==> src/hw/rtl/dhfr_pkg.sv <==
// Types and constants shared by the double header frame receiver modules.
package dhfr_pkg;

  localparam int BYTE_W  = 8;
  localparam int INDEX_W = 4;

  localparam logic [BYTE_W-1:0]  HEADER_RESET = 8'd85;
  localparam logic [BYTE_W-1:0]  MIN_LEN      = 8'd2;
  localparam logic [BYTE_W-1:0]  MAX_LEN      = 8'd8;
  localparam logic [INDEX_W-1:0] LEN_RESET    = 4'd2;

  localparam logic CMD_BYTE    = 1'b0;
  localparam logic CMD_RELEASE = 1'b1;

  typedef struct packed {
    logic accept;
    logic load_out;
    logic next_idx;
  } ctrl_cmd_t;

  typedef struct packed {
    logic emit_go;
    logic emit_done;
    logic out_free;
  } dp_status_t;

endpackage

==> src/hw/rtl/double_header_frame_receiver.sv <==
// Top level of the double header frame receiver.
// The receiver takes one transaction per cycle on the item channel while item_stall is
// low: a received byte (command 0) or a release of the pending frame (command 1).
// It looks for two header bytes in a row, takes the next byte as the frame length L
// (2 to 8, otherwise the frame is dropped) and collects bytes until the frame holds
// L+2 bytes. A completed frame with no earlier frame pending is marked pending and
// sent out as L+2 result transactions, the first carrying the header byte and the
// final one flagged last; further completed frames are dropped until a release. An
// item that completes an emitted frame holds the item channel after it is accepted,
// also while the result side stalls, because the sequencer reads the frame store
// through its single registered read port and steps through a read state and a load
// state for each frame byte. Every other item is taken without holding the channel.
// The header byte register is written through the configuration channel, which is
// always ready, and resets to 0x55. The frame store needs no clearing pass.
module double_header_frame_receiver #(
  parameter int STORE_DEPTH = 16
) (
  input  logic       clk,
  input  logic       rst,
  input  logic       cfg_valid,
  output logic       cfg_ready,
  input  logic [7:0] cfg_data,
  input  logic       item_valid,
  output logic       item_stall,
  input  logic       command,
  input  logic [7:0] rx_byte,
  output logic       result_valid,
  input  logic       result_stall,
  output logic [7:0] frame_byte,
  output logic [3:0] byte_index,
  output logic       last
);

  import dhfr_pkg::*;

  ctrl_cmd_t  cmd;
  dp_status_t status;

  assign cfg_ready = 1'b1;

  dhfr_ctrl u_ctrl (
    .clk        (clk),
    .rst        (rst),
    .item_valid (item_valid),
    .item_stall (item_stall),
    .status     (status),
    .cmd        (cmd)
  );

  dhfr_datapath #(
    .STORE_DEPTH (STORE_DEPTH)
  ) u_datapath (
    .clk          (clk),
    .rst          (rst),
    .cfg_valid    (cfg_valid),
    .cfg_data     (cfg_data),
    .command      (command),
    .rx_byte      (rx_byte),
    .cmd          (cmd),
    .status       (status),
    .result_stall (result_stall),
    .result_valid (result_valid),
    .frame_byte   (frame_byte),
    .byte_index   (byte_index),
    .last         (last)
  );

endmodule

==> src/hw/rtl/dhfr_ram.sv <==
// Generic single write port RAM with one registered read port.
module dhfr_ram #(
  parameter int WIDTH = 8,
  parameter int DEPTH = 16
) (
  input  logic                     clk,
  input  logic                     wr_en,
  input  logic [$clog2(DEPTH)-1:0] wr_addr,
  input  logic [WIDTH-1:0]         wr_data,
  input  logic [$clog2(DEPTH)-1:0] rd_addr,
  output logic [WIDTH-1:0]         rd_data
);

  logic [WIDTH-1:0] mem [DEPTH];

  always_ff @(posedge clk) begin
    if (wr_en) begin
      mem[wr_addr] <= wr_data;
    end
    rd_data <= mem[rd_addr];
  end

endmodule

==> src/hw/rtl/dhfr_ctrl.sv <==
// Controller state machine that sequences byte intake and frame output.
module dhfr_ctrl (
  input  logic                 clk,
  input  logic                 rst,
  input  logic                 item_valid,
  output logic                 item_stall,
  input  dhfr_pkg::dp_status_t status,
  output dhfr_pkg::ctrl_cmd_t  cmd
);

  import dhfr_pkg::*;

  localparam logic [1:0] S_IDLE = 2'd0;
  localparam logic [1:0] S_READ = 2'd1;
  localparam logic [1:0] S_LOAD = 2'd2;

  logic [1:0] state;
  logic [1:0] state_next;

  always_comb begin
    state_next = state;
    cmd        = '0;
    item_stall = 1'b1;
    case (state)
      S_IDLE: begin
        item_stall = 1'b0;
        cmd.accept = item_valid;
        if (item_valid && status.emit_go) begin
          state_next = S_READ;
        end
      end
      S_READ: begin
        state_next = S_LOAD;
      end
      S_LOAD: begin
        if (status.out_free) begin
          cmd.load_out = 1'b1;
          if (status.emit_done) begin
            state_next = S_IDLE;
          end else begin
            cmd.next_idx = 1'b1;
            state_next   = S_READ;
          end
        end
      end
      default: begin
        state_next = S_IDLE;
      end
    endcase
  end

  always_ff @(posedge clk) begin
    if (rst) begin
      state <= S_IDLE;
    end else begin
      state <= state_next;
    end
  end

endmodule

==> src/hw/rtl/dhfr_datapath.sv <==
// Datapath with the parser state, the frame store and the result register.
module dhfr_datapath #(
  parameter int STORE_DEPTH = 16
) (
  input  logic                 clk,
  input  logic                 rst,
  input  logic                 cfg_valid,
  input  logic [7:0]           cfg_data,
  input  logic                 command,
  input  logic [7:0]           rx_byte,
  input  dhfr_pkg::ctrl_cmd_t  cmd,
  output dhfr_pkg::dp_status_t status,
  input  logic                 result_stall,
  output logic                 result_valid,
  output logic [7:0]           frame_byte,
  output logic [3:0]           byte_index,
  output logic                 last
);

  import dhfr_pkg::*;

  localparam int AW = $clog2(STORE_DEPTH);

  logic [BYTE_W-1:0]  header_byte;
  logic               in_frame;
  logic               one_header_seen;
  logic [INDEX_W-1:0] frame_length;
  logic [INDEX_W-1:0] byte_count;
  logic               frame_pending;
  logic [INDEX_W-1:0] idx;

  logic               hit;
  logic               frm_eff;
  logic               one_next;
  logic [INDEX_W-1:0] bc_eff;
  logic               len_chk;
  logic               bad_len;
  logic [INDEX_W-1:0] len_next;
  logic               frm_kept;
  logic [INDEX_W-1:0] bc_inc;
  logic               done;
  logic               is_byte;
  logic               wr_en;
  logic [BYTE_W-1:0]  rd_data;
  logic [INDEX_W-1:0] last_idx;

  always_comb begin
    hit      = (rx_byte == header_byte);
    frm_eff  = in_frame;
    one_next = one_header_seen;
    bc_eff   = byte_count;
    if (!in_frame) begin
      if (hit) begin
        if (one_header_seen) begin
          one_next = 1'b0;
          frm_eff  = 1'b1;
          bc_eff   = 4'd1;
        end else begin
          one_next = 1'b1;
        end
      end else begin
        one_next = 1'b0;
        bc_eff   = 4'd0;
      end
    end
    len_chk  = frm_eff && (bc_eff == 4'd2);
    bad_len  = (rx_byte < MIN_LEN) || (rx_byte > MAX_LEN);
    len_next = frame_length;
    if (len_chk) begin
      len_next = bad_len ? LEN_RESET : rx_byte[INDEX_W-1:0];
    end
    frm_kept = frm_eff && !(len_chk && bad_len);
    bc_inc   = bc_eff + 4'd1;
    done     = frm_kept && (bc_inc == (len_next + 4'd2));
  end

  assign is_byte          = (command == CMD_BYTE);
  assign wr_en            = cmd.accept && is_byte && frm_eff && (32'(bc_eff) < STORE_DEPTH);
  assign last_idx         = frame_length + 4'd1;
  assign status.emit_go   = is_byte && done && !frame_pending;
  assign status.emit_done = (idx == last_idx);
  assign status.out_free  = !result_valid || !result_stall;

  dhfr_ram #(
    .WIDTH (BYTE_W),
    .DEPTH (STORE_DEPTH)
  ) u_store (
    .clk     (clk),
    .wr_en   (wr_en),
    .wr_addr (AW'(bc_eff)),
    .wr_data (rx_byte),
    .rd_addr (AW'(idx)),
    .rd_data (rd_data)
  );

  always_ff @(posedge clk) begin
    if (rst) begin
      header_byte     <= HEADER_RESET;
      in_frame        <= 1'b0;
      one_header_seen <= 1'b0;
      frame_length    <= LEN_RESET;
      byte_count      <= 4'd0;
      frame_pending   <= 1'b0;
    end else begin
      if (cfg_valid) begin
        header_byte <= cfg_data;
      end
      if (cmd.accept) begin
        if (command == CMD_RELEASE) begin
          frame_pending <= 1'b0;
        end else begin
          in_frame        <= frm_kept && !done;
          one_header_seen <= one_next;
          frame_length    <= len_next;
          byte_count      <= frm_eff ? bc_inc : bc_eff;
          if (status.emit_go) begin
            frame_pending <= 1'b1;
          end
        end
      end
    end
  end

  always_ff @(posedge clk) begin
    if (rst) begin
      idx <= 4'd0;
    end else if (cmd.accept) begin
      idx <= 4'd0;
    end else if (cmd.next_idx) begin
      idx <= idx + 4'd1;
    end
  end

  always_ff @(posedge clk) begin
    if (rst) begin
      result_valid <= 1'b0;
    end else if (cmd.load_out) begin
      result_valid <= 1'b1;
    end else if (!result_stall) begin
      result_valid <= 1'b0;
    end
  end

  always_ff @(posedge clk) begin
    if (cmd.load_out) begin
      frame_byte <= (idx == 4'd0) ? header_byte : rd_data;
      byte_index <= idx;
      last       <= status.emit_done;
    end
  end

endmodule

==> config.mk <==
export PLATFORM = sky130hd
export DESIGN_NAME = double_header_frame_receiver
export DESIGN_NICKNAME = d
export VERILOG_FILES = /design/src/hw/rtl/dhfr_pkg.sv /design/src/hw/rtl/double_header_frame_receiver.sv /design/src/hw/rtl/dhfr_ram.sv /design/src/hw/rtl/dhfr_ctrl.sv /design/src/hw/rtl/dhfr_datapath.sv
export SDC_FILE = /design/constraint.sdc
export NUM_CORES = 1
export LEC_CHECK = 0
export BUFFER_PORTS_ARGS = -buffer_cell sky130_fd_sc_hd__buf_2
export CORE_MARGIN = 3
export CORE_UTILIZATION = 54
export DETAILED_ROUTE_END_ITERATION = 10
export GPL_TIMING_DRIVEN = 0
export PLACE_DENSITY_LB_ADDON = 0.1
export SETUP_SLACK_MARGIN = 0.4
export SLEW_MARGIN = 20
export SYNTH_ARGS = -nofsm -noshare
export SYNTH_HDL_FRONTEND = slang
export SYNTH_SLANG_ARGS = --single-unit
export TNS_END_PERCENT = 100
==> constraint.sdc <==
create_clock -name clk -period 7.4 [get_ports clk]
set_clock_uncertainty 0.15 [all_clocks]
set_input_delay 1.85 -clock clk [delete_from_list [all_inputs] [get_ports clk]]
set_output_delay 1.85 -clock clk [all_outputs]
set_load 0.01 [all_outputs]
# Word level (Yosys, flattened, before mapping)
# Memory sizes are Yosys's and may differ from the RTL's. A register that Yosys moved wholly into a read port is not among the register bits.
# Cells that the tools add are included.
# totals
output_inout_bits	16
word_cells	82
ram_bits	128
latch_bits	0
rom_bits	0
input_bits	22
reg_bits	39
mem_count	1
# op_classes
order_cmp	2
addsub	4
eq_ne	9
n_mul	0
n_mux	27
n_shift	0
reduce_logical	25
bitwise	2
n_div	0
# memory_table
memory	words	word_bits	read_ports	rd_clocked_by_memory_dff	write_ports	line	source
u_datapath.u_store.mem	16	8	1	1	1	dhfr_ram.sv:14	logic [WIDTH-1:0] mem [DEPTH];
# ops
operator	n
two-way mux 4 bit	6
two-way mux 1 bit	15
adder 4 x 1 -> 4 bit, second input constant	3
logical AND 1 bit	10
== test 4 bit	2
== test 8 bit	1
> comparator 8 x 4 -> 1 bit, second input constant	1
less-than comparator 8 x 2 -> 1 bit, second input constant	1
two-way mux 2 bit	4
two-way mux 8 bit	1
one-hot mux 2 bit (3 select lines)	1
AND reduction 2 bit	3
logical NOT 1 bit	5
adder 4 x 2 -> 4 bit, second input constant	1
== test 4 x 2 -> 1 bit, second input constant	1
logical NOT 4 bit	1
!= test 2 x 1 -> 1 bit, second input constant	2
AND reduction 3 bit	1
== test 2 x 1 -> 1 bit, second input constant	1
== test 2 bit, second input constant	1
logical NOT 2 bit	1
logical OR 1 bit	2
!= test 2 bit, second input constant	1
NOT 1 bit	2
other kinds (2)	2

# Depth between registers and ports, before layout
# Gate-level depths: netlist (run 1).
# depth
depth_word	14
mapped_depth	18
mapped_depth_nobuf	17

# Hierarchy
# Synthesis (run 1) repeated with hierarchy kept, for this count alone.
# hier_totals
hier_cells	459
area_unflattened_um2	7404.6
# modules_own_cells
module	cells_per_inst	seq_area_each_um2	area_each_um2	n_inst
dhfr_ram	229	4003.8	5147.4	1
dhfr_datapath	215	870.8	2127.0	1
dhfr_ctrl	13	40.0	118.9	1
double_header_frame_receiver	2	0.0	11.3	1

# Worst setup path before layout (run 1)
# Ideal clock, no wire load.
# synth_timing
path_kind	input to register
startpoint	in rx_byte[3]
endpoint	reg u_ctrl.state[0]
path_buffers	1
required_ns	7.166
path_stages	16
path_slack_ns	2.311
arrival_ns	4.855
cell_sequence	xnor2_1 > nand4_2 > nor3_1 > o21a_1 > ha_1 > clkbuf_1 > nand4bb_1 > nand2_1 > mux2_2 > ha_1 > nor2_1 > nor4b_1 > nor4bb_1 > a21oi_1 > nor2_1 > o31ai_2
# synth_via
elab_chain_cells	14
word_cells_on_any_way	24
cone_classes	add/sub (2); order compare (2); eq/ne (4); mux (6); reduce/logical (10)
# synth_lines
item	line	source
from (decl)	double_header_frame_receiver.sv:26	input logic [7:0] rx_byte,
== test 8 bit	dhfr_datapath.sv:48	hit = (rx_byte == header_byte);
two-way mux 4 bit	dhfr_datapath.sv:53	if (hit) begin
two-way mux 4 bit	dhfr_datapath.sv:52	if (!in_frame) begin
== test 4 x 2 -> 1 bit	dhfr_datapath.sv:66	len_chk = frm_eff && (bc_eff == 4'd2);
logical AND 1 bit	dhfr_datapath.sv:66	
two-way mux 4 bit (*)	dhfr_datapath.sv:69	if (len_chk) begin
net u_datapath.len_next[2]	dhfr_datapath.sv:38	logic [INDEX_W-1:0] len_next;
adder 4 x 2 -> 4 bit (*)	dhfr_datapath.sv:74	done = frm_kept && (bc_inc == (len_next + 4'd2));
== test 4 bit (*)	dhfr_datapath.sv:74	
logical AND 1 bit (*)	dhfr_datapath.sv:74	
logical AND 1 bit (*) (2 in series)	dhfr_datapath.sv:80	assign status.emit_go = is_byte && done && !frame_pending;
logical AND 1 bit (*)	dhfr_ctrl.sv:28	if (item_valid && status.emit_go) begin
!= test 2 x 1 -> 1 bit (no source line) (*)	n/a	
AND reduction 2 bit (no source line) (*)	n/a	
to (signal assigned)	dhfr_ctrl.sv:56	state <= state_next;
to (decl)	dhfr_ctrl.sv:17	logic [1:0] state;
# Mark *: on every way through the listed nets, which the timed path passes. The rest lies on a longest branch.
# A chain may end at the register's enable or synchronous reset.

# Worst setup path after layout (run 1)
# Ends and elaborated chain as after synthesis.

==> impl_metrics.yaml, run 1 <==
timing:
  tns_ps: 0
  tightest_slew_ps: 805.2
  rsz0062_at_grt: "no"
  fin_crit_sh_pct: 79.08
  timing.fmax_mhz: 170.9
  maxSlewHeadroom_pct: 46.32
  setup_viol: 0
  drv_slew: 0
  hold_viol_final: 0
  post-route-min-period_ps: 5852
route:
  vias: 4137
  drt_iter0_drc: 406
  wirelength_mm: 15.60
  drt_first_pass_iters: 4
  detail_route.wl_per_cell_microns: 22.38
  drc_errors: 0
  viasPerCell: 5.935
  ant_nets: 0
hold_path:
  min_to: "u_datapath.frame_pending"
  holdPathStages: 2
  worstHoldStart: "u_datapath.frame_pending"
  hp-class: "reg -> reg"
layout:
  antennaDiodeCount: 0
  nets: 538
  final_util_pct: 62.85
  synthToLayoutAreaGrowth_pct: 13.36
  drive_gt1_share_pct: 25.72
  stdcell_count: 697
worst_setup_path:
  path_cells: "buf_2, xnor2_1, nand4_2, nor3_1, o21a_1, ha_1, clkbuf_1, nand4bb_1, nand2_1, mux2_2, ha_1, nor2_1, nor4b_1, nor4bb_1, a21oi_1, nor2_1, o31ai_2"
  reg2reg_slack_ps: 2960
  worstPathArrival_ps: 6040
  cp_top_family: "simple AND/OR/NAND/NOR gates"
  crit_cells: 17
  end_kind: "flip-flop"
  crit_path_start_kind: "primary input"
  cp_num_buf_inv: 2
  r2r_start: "u_datapath.header_byte[7]"
  crit_fanout: 22
  cp.required_ps: 7590
  reg2reg_to: "u_ctrl.state[0]"
  reg2regPathDepth: 16
  max_stage_delay_ps: 450
  worstSetupPathType: "in -> reg"
  cpMaxStageDelayCell: "nor3_1"
yosys:
  async_reset_ff_share_pct: 0
  synth_top_area_share_pct: 57.44
  synth.most_common_cell: "edfxtp_1"
  synthesis.area_sq_um: 7371
  synth_seq_area_share_pct: 66.68
  ys_ff_latch: 175
  synth_commonest_cells: "edfxtp_1 (141), mux4_2 (40), dfxtp_1 (34)"
  syn_nets: 484
  synth_edf_count: 141
  synth_area_leaders: "edfxtp_1 (57%), mux4_2 (12%), dfxtp_1 (9.2%), xnor2_1 (1.8%), nor2_1 (1.4%)"
  yosysWarnings: 0
  synth_largest_area_cell: "edfxtp_1"
  ys_types: 53
  synth_flop_cell: "edfxtp_1"
  netlist_instances: 454
  syn_avg_cell_area_sq_um: 16.24
power:
  p_int_mw: 1.556
  ir_worst_vdd_v: 0.0001573
  leakagePower_nw: 2.753
  p_sw_uw: 424.6
  sw_frac_of_total_pct: 21.44
  combPwrFrac_pct: 2.6
  p_clk_share_pct: 43.5
  seqPwrFrac_pct: 53.9
  p_per_area_nw_per_um2: 237.0
clock_tree:
  holdBufCountCts: 0
  cts.sinks: 175
  clock-root-buffer: "clkbuf_16"
  cts.path.max_buffers: 2
  cts_resized: 0
  clk_pin_slew_ps: 60
  cts_made_buffers: 17
  clkLatencyLatePin_ps: 420
  cts_setup_buffers: 0
  tritoncts: "done"
  htree_num_levels: 4
floorplan:
  io_pins: 38
  fp.dieH_microns: 122.8
  design.core.area_sq_um: 13300
  die-area_sq_um: 15090
  core.rowCount: 42
  start_util_pct: 55.44
  die_w_microns: 122.8
global_route:
  grt_max_degree: 23
  grt_pass1_wl_mm: 23.86
  grt_overflow: 0
  grt_pass1_vias: 4054
  antenna_found_initial: 0
  grt_usage_pct: 22.32
status:
  status: "finished clean"
placed_design:
  placed_cells: 665
  hpwl_mm: 10.47
  gp_congestion: 0.8499
  port_buffers: 35
flow_run:
  drv_cap: 0
-- sequential cells by signal, summed over array words and instances (netlist names) --
name and count:
u_datapath.idx 4, u_datapath.frame_length 4, u_datapath.in_frame 1, u_datapath.u_store.rd_data 8
u_datapath.result_valid 1, u_datapath.u_store.mem 128, u_datapath.header_byte 8, u_datapath.byte_count 4
u_datapath.one_header_seen 1, u_ctrl.state 2, u_datapath.frame_byte 8, u_datapath.last 1
u_datapath.frame_pending 1, u_datapath.byte_index 4
-- tightest hold or removal path: stages, from the launching register on --
cell and delay (ps):
dfxtp_1 320, nand2_1 60, o31ai_1 50
-- cell type report --
| cell class | instances | area, sq um |
|---|---|---|
| Inverter | 9 | 33.78 |
| Sequential cell | 175 | 4915 |
| Clock buffer | 17 | 425.4 |
| Clock inverter | 15 | 155.1 |
| Buffer | 20 | 95.09 |
| Fill cell | 948 | 4940 |
| Tap cell | 176 | 220.2 |
| Timing Repair Buffer | 35 | 175.2 |
| Multi-Input combinational cell | 250 | 2336 |
-- through the flow --
stage / setup WS, ps / area (sq um) / hold WS, ps / total power [mW]
global route: 1052 / 8356 / 340.3 / 2.042
CTS: 1576 / 8351 / 316.0 / 1.996
floorplan: 2311 / 7371 / 266.9 / 1.113
detailed placement: 1138 / 7770 / 300.3 / 1.139
finish: 1548 / 8356 / 310.2 / 1.981
global placement: 1328 / 7766 / 276.3 / 1.137
-- metal layers --
layer,GRT usage [%],up-vias,wire length (microns)
li1,-,1875,-
met1,32.68,2122,7042
met2,33.28,124,7397
met4,7.908,0,246
met5,0,-,0
met3,5.023,16,911
-- worst max-delay path by stage --
stage                    start              end  slack, ps
floorplan           rx_byte[3]  u_ctrl.state[0]       2310
global placement    rx_byte[3]  u_ctrl.state[0]       1330
detailed placement  rx_byte[3]  u_ctrl.state[0]       1140
CTS                 rx_byte[3]  u_ctrl.state[0]       1580
global route        rx_byte[3]  u_ctrl.state[0]       1050
finish              rx_byte[3]  u_ctrl.state[0]       1550
-- placed cells by master, fill, tap and decap left out, types with 10 or more instances in the layout --
cell type  count
a21oi_1       13
and2_1        16
buf_2         42
clkbuf_1      10
clkbuf_16     17
dfxtp_1       34
edfxtp_1     141
mux4_2        40
nand2_1       18
nor2_1        28
xnor2_1       15
-- logic make-up after synthesis --
kind of cell | synth area share, %
flip-flops | 66.68
AND/OR/NAND/NOR | 9.081
multiplexers | 14.82
AO/OA/AOI/OAI | 4.006
buffers and inverters | 1.748
XOR/XNOR | 2.258
adder cells (fa/ha/maj) | 1.358
other | 0.05088
-- power groups by stage --
stage | clock [mW] | combinational (mW) | sequential [mW]
2_1_floorplan | 0 | 0.0250 | 1.09
3_3_place_gp | 0 | 0.0483 | 1.09
3_5_place_dp | 0 | 0.0503 | 1.09
4_1_cts | 0.878 | 0.0508 | 1.07
5_1_grt | 0.920 | 0.0558 | 1.07
6_report | 0.862 | 0.0508 | 1.07
(Power assumes the default switching activity.)
==> run 2, diff against run 1 <==
ABC_AREA = 1   (was unset)
clock period = 5.25 ns   (was 7.4 ns; I/O delays follow)
==> impl_metrics.yaml, run 2 <==
status:
  status: "finished clean"
placed_design:
  place_ws_ps: 785.3
  gp_congestion: 0.9311
  port_buffers: 34
  hpwl_mm: 12.42
  placed_cells: 878
  placement.cell_area_sq_um: 7815
yosys:
  syn_avg_cell_area_sq_um: 11.11
  synth_commonest_cells: "edfxtp_1 (141), nor2_1 (98), o21ai_0 (92)"
  synth_flop_cell: "edfxtp_1"
  synth_edf_count: 141
  synth_area_leaders: "edfxtp_1 (57%), dfxtp_1 (9.2%), o21ai_0 (6.2%), nor2_1 (5.0%), nand2_1 (3.8%)"
  synth_seq_area_share_pct: 66.19
  syn_nets: 698
  async_reset_ff_share_pct: 0
  synth_largest_area_cell: "edfxtp_1"
  ys_ff_latch: 175
  yosysWarnings: 0
  synth_top_area_share_pct: 57.03
  netlist_instances: 668
  synth.most_common_cell: "edfxtp_1"
  synthesis.area_sq_um: 7425
  ys_types: 36
layout:
  synthToLayoutAreaGrowth_pct: 13.30
  antennaDiodeCount: 0
  nets: 751
  stdcell_count: 910
  layout_commonest_cell: "edfxtp_1"
  final_util_pct: 63.02
  fillers: 1048
  largest_register_ffs: 128
  drive_gt1_share_pct: 13.49
  final_cell_mix: "edfxtp_1 (141), nor2_1 (98), o21ai_0 (92)"
  largest-register: "u_datapath.u_store.mem"
  final_area_sq_um: 8412
clock_tree:
  clock-root-buffer: "clkbuf_16"
  clkLatencyLatePin_ps: 430
  cts.path.max_buffers: 2
  cts.sinks: 175
  cts_resized: 0
  htree_num_levels: 4
  clk_pin_slew_ps: 60
  tritoncts: "done"
  cts_made_buffers: 17
  cts_setup_buffers: 0
  holdBufCountCts: 0
floorplan:
  fp.dieH_microns: 123.3
  die_w_microns: 123.3
  start_util_pct: 55.62
  design.core.area_sq_um: 13350
  io_pins: 38
  die-area_sq_um: 15190
  core.rowCount: 42
power:
  leakagePower_nw: 3.029
  power_mw: 2.866
  ir_worst_vdd_v: 0.0002477
  p_per_area_nw_per_um2: 340.8
timing:
  worst_hold_slack_ps: 304.7
  setup_viol: 0
  hold_viol_final: 0
  rsz0062_at_grt: "no"
  fin_crit_sh_pct: 77.56
  post-route-min-period_ps: 4072
  setup_ws_ps: 1178
  tns_ps: 0
  maxSlewHeadroom_pct: 30.51
  drv_slew: 0
  tightest_slew_ps: 1038
  timing.fmax_mhz: 245.6
global_route:
  grt_overflow: 0
  antenna_found_initial: 0
  grt_pass1_vias: 5052
  grt_pass1_wl_mm: 28.21
  grt_usage_pct: 25.78
  grt_max_degree: 20
route:
  drt_iter0_drc: 803
  viasPerCell: 5.886
  drt_first_pass_iters: 6
  detail_route.wl_per_cell_microns: 20.34
  vias: 5356
  drc_errors: 0
  ant_nets: 0
  wirelength_mm: 18.51
hold_path:
  hp-class: "reg -> reg"
worst_setup_path:
  crit_fanout: 18
  max_stage_delay_ps: 360
  cpMaxStageDelayCell: "buf_2"
  cpMostUsedCell: "nand2_1"
  cp_num_buf_inv: 3
  worstSetupPathType: "in -> reg"
  worstPathArrival_ps: 4280
  cp.required_ps: 5460
  path_cells: "buf_2, xnor2_1, nand2_1, nor2_2, nand3_1, a21oi_4, ha_1, nand3_4, inv_2, nand3_1, o21ai_0, ha_1, inv_1, nand2_1, nand2_1, nand2_1, nor2_4, nand4_1, a21oi_1"
  cp_top_family: "simple AND/OR/NAND/NOR gates"
  crit_path_start_kind: "primary input"
  end_kind: "flip-flop"
flow_run:
  drv_cap: 0
[run 2: layout make-up]
cell class	instances	area [sq um]	share of cell area (%)
Sequential cell	175	4915	58.43
Multi-Input combinational cell	411	2193	26.07
Clock buffer	25	526.8	6.262
Tap cell	176	220.2	2.618
Inverter	51	196.4	2.335
Timing Repair Buffer	34	170.2	2.023
Buffer	31	120.1	1.428
Clock inverter	7	70.07	0.8330
[run 2: logic make-up (layout without fill, tap and decap cells)]
group                    count (synthesis)  after routing  share of synthesized area (%)
XOR/XNOR                                 9              9                          1.062
AND/OR/NAND/NOR                        224            224                          13.35
flip-flops                             175            175                          66.19
adder cells (fa/ha/maj)                  8              8                          1.348
other                                    1              1                        0.05051
buffers and inverters                   82            148                          4.264
AO/OA/AOI/OAI                          169            169                          13.73
[run 2: report_power, final]
group	internal (mW)	switching [mW]
clock	0.746	0.507
combinational	0.0323	0.0707
sequential	1.50	0.00703
[run 2: worst register-to-register path, cell delays in order, from the launching register on]
cell	delay [ps]
dfxtp_1	330
nor2_1	140
inv_1	80
nor2_2	160
inv_1	70
nor2_2	300
inv_1	150
nor2_1	340
nand2_1	210
nor2_1	830
[run 2: worst paths after layout]
kind                                  from                            to  slack, ps  cells past startpoint
setup / recovery                rx_byte[7]               u_ctrl.state[0]       1180                     19
hold / removal    u_datapath.frame_pending      u_datapath.frame_pending        300                      2
setup reg to reg           u_ctrl.state[0]  u_datapath.u_store.mem[8][2]       2120                      9
hold reg to reg   u_datapath.frame_pending      u_datapath.frame_pending        300                      2
[run 2: layer usage]
metal	global-route usage (%)	vias up	wire [microns]
li1	-	2471	-
met1	37.32	2601	7913
met2	38.87	261	8535
met3	5.764	23	1763
met4	8.789	0	299
met5	0	-	0
==> run 3, diff against run 2 <==
ABC_AREA = 0   (was 1)
clock period = 3.5 ns   (was 5.25 ns; I/O delays follow)
==> impl_metrics.yaml, run 3 (synthesized netlist as in run 1, its figures left out) <==
timing:
  fin_crit_sh_pct: 110.0
  setup_viol: 3
  timing.fmax_mhz: 259.8
  maxSlewHeadroom_pct: 46.44
  drv_slew: 0
  tightest_slew_ps: 803.4
  tns_ps: -966.0
  post-route-min-period_ps: 3849
  rsz0062_at_grt: "yes"
  worst_hold_slack_ps: 312.7
  hold_viol_final: 0
  setup_ws_ps: -349.1
worst_setup_path:
  cp.required_ps: 3670
  cp_num_buf_inv: 11
  path_cells: "buf_16, xnor2_4, nand4_1, buf_6, nor3_4, o21a_1, ha_2, buf_8, nand3b_1, buf_4, buf_6, buf_6, buf_6, buf_6, buf_6, buf_6, buf_6, nor3_1, o21ai_1, nand3_1, nand4b_4, a21o_1"
  worstPathArrival_ps: 4010
  end_kind: "flip-flop"
  r2r_start: "u_datapath.header_byte[1]"
  worstSetupPathType: "in -> reg"
  cpMaxStageDelayCell: "a21o_1"
  startpoint: "rx_byte[7]"
  reg2regPathDepth: 21
  max_stage_delay_ps: 220
  reg2reg_slack_ps: -240
  crit_path_start_kind: "primary input"
  crit_fanout: 8
  reg2reg_to: "u_datapath.in_frame"
  cpMostUsedCell: "buf_6"
  cp_top_family: "buffers and inverters"
route:
  detail_route.wl_per_cell_microns: 23.49
  wirelength_mm: 17.12
  drt_iter0_drc: 389
  drt_first_pass_iters: 5
  vias: 4346
  viasPerCell: 5.962
  drc_errors: 0
  ant_nets: 0
power:
  p_int_mw: 3.246
  p_per_area_nw_per_um2: 454.2
  combPwrFrac_pct: 4.5
  ir_worst_vdd_v: 0.0004121
  p_sw_uw: 870.6
  p_clk_share_pct: 40.5
  seqPwrFrac_pct: 55.0
  leakagePower_nw: 3.057
  sw_frac_of_total_pct: 21.15
global_route:
  grt_overflow: 0
  grt_pass1_wl_mm: 25.43
  grt_usage_pct: 23.85
  antenna_found_initial: 1
  grt_max_degree: 23
  grt_pass1_vias: 4434
floorplan:
  core.rowCount: 42
  die-area_sq_um: 15090
  fp.dieH_microns: 122.8
  start_util_pct: 55.44
  die_w_microns: 122.8
  design.core.area_sq_um: 13300
  io_pins: 38
hold_path:
  holdPathStages: 2
  min_to: "u_datapath.frame_pending"
  worstHoldStart: "u_datapath.frame_pending"
  hp-class: "reg -> reg"
layout:
  final_area_sq_um: 9064
  final_cell_mix: "edfxtp_1 (141), mux4_2 (40), buf_2 (35)"
  layout_commonest_cell: "edfxtp_1"
  antennaDiodeCount: 0
  drive_gt1_share_pct: 34.72
  fillers: 886
  final_util_pct: 68.17
  largest_register_ffs: 128
  nets: 570
  largest-register: "u_datapath.u_store.mem"
  synthToLayoutAreaGrowth_pct: 22.97
placed_design:
  hpwl_mm: 10.59
  placement.cell_area_sq_um: 7911
  port_buffers: 35
  gp_congestion: 0.8307
clock_tree:
  cts.sinks: 175
  cts.path.max_buffers: 2
  cts_made_buffers: 17
  tritoncts: "done"
  clk_pin_slew_ps: 60
  clkLatencyLatePin_ps: 430
  htree_num_levels: 4
  clock-root-buffer: "clkbuf_16"
  holdBufCountCts: 0
status:
  violations: "negative setup slack"
  status: "complete, but fails checks"
flow_run:
  drv_cap: 0
-- run 3: cell count changes in the layout (fill, tap and decap cells not counted), moves of 22 or more --
| cell | delta |
|---|---|
| clkbuf_1 | -22 |
| inv_1 | -35 |
| mux4_2 | +40 |
| nand2_1 | -58 |
| nor2_1 | -73 |
| o21ai_0 | -88 |
-- run 3: power by group through the flow --
stage / Clock (mW) / Combinational (mW) / Sequential (mW)
2_1_floorplan: 0 / 0.0617 / 2.30
3_3_place_gp: 0 / 0.113 / 2.31
3_5_place_dp: 0 / 0.119 / 2.31
4_1_cts: 1.69 / 0.170 / 2.26
5_1_grt: 1.78 / 0.198 / 2.26
6_report: 1.67 / 0.185 / 2.26
-- run 3: what timing repair did --
action                                  CTS  global route
endpoints found under the setup margin   70            19
gates resized for setup                  49            21
cloned                                    1             1
pin swaps                                15            16
buffers inserted                         21             9
-- run 3: per-layer routing --
layer / GRT usage [%] / vias to the layer above / part of all wire [%]
met4: 7.348 / 2 / 1.6
met2: 38.20 / 192 / 50
met1: 32.35 / 2174 / 42
met5: 0 / - / 0.076
li1: - / 1948 / -
met3: 6.267 / 30 / 7.1
-- run 3: worst max-delay path by stage --
stage                               endpoint  slack [ps]  cells after the start
floorplan                u_datapath.in_frame        -410                     17
global placement         u_datapath.in_frame       -1310                     18
detailed placement       u_datapath.in_frame       -1400                     18
CTS                      u_datapath.in_frame        -240                     18
global route        u_datapath.frame_pending        -430                     19
finish                   u_datapath.in_frame        -350                     22
-- run 3: stage by stage --
step	worst slack, ps	power, mW	std cells
final	-349.1	4.117	729
after detailed placement	-1402	2.424	665
after CTS	-243.1	4.126	719
after floorplan	-410.7	2.364	454
after global placement	-1312	2.418	665
after global routing	-433.9	4.243	729
-- run 3: worst reg2reg max path: stages, from the launching register on --
cell      delay (ps)
dfxtp_1          500
xnor2_4          170
nand4_1          140
buf_6            160
nor3_4           180
o21a_1           180
ha_2             190
buf_8            120
nand3b_1         120
buf_4            170
buf_6            110
buf_6            110
buf_6            100
buf_6            100
buf_6            110
buf_6            100
buf_6            100
nor3_1           190
o21ai_1          110
nand3_1          170
nand4b_4         140
a21o_1           220
-- run 3: layout make-up --
class	count	area [sq um]	share of cell area (%)
Buffer	20	106.4	1.173
Clock inverter	14	92.59	1.022
Inverter	9	33.78	0.3727
Tap cell	176	220.2	2.430
Clock buffer	18	429.2	4.735
Sequential cell	175	4915	54.22
Timing Repair Buffer	67	638.1	7.040
Multi-Input combinational cell	250	2629	29.00
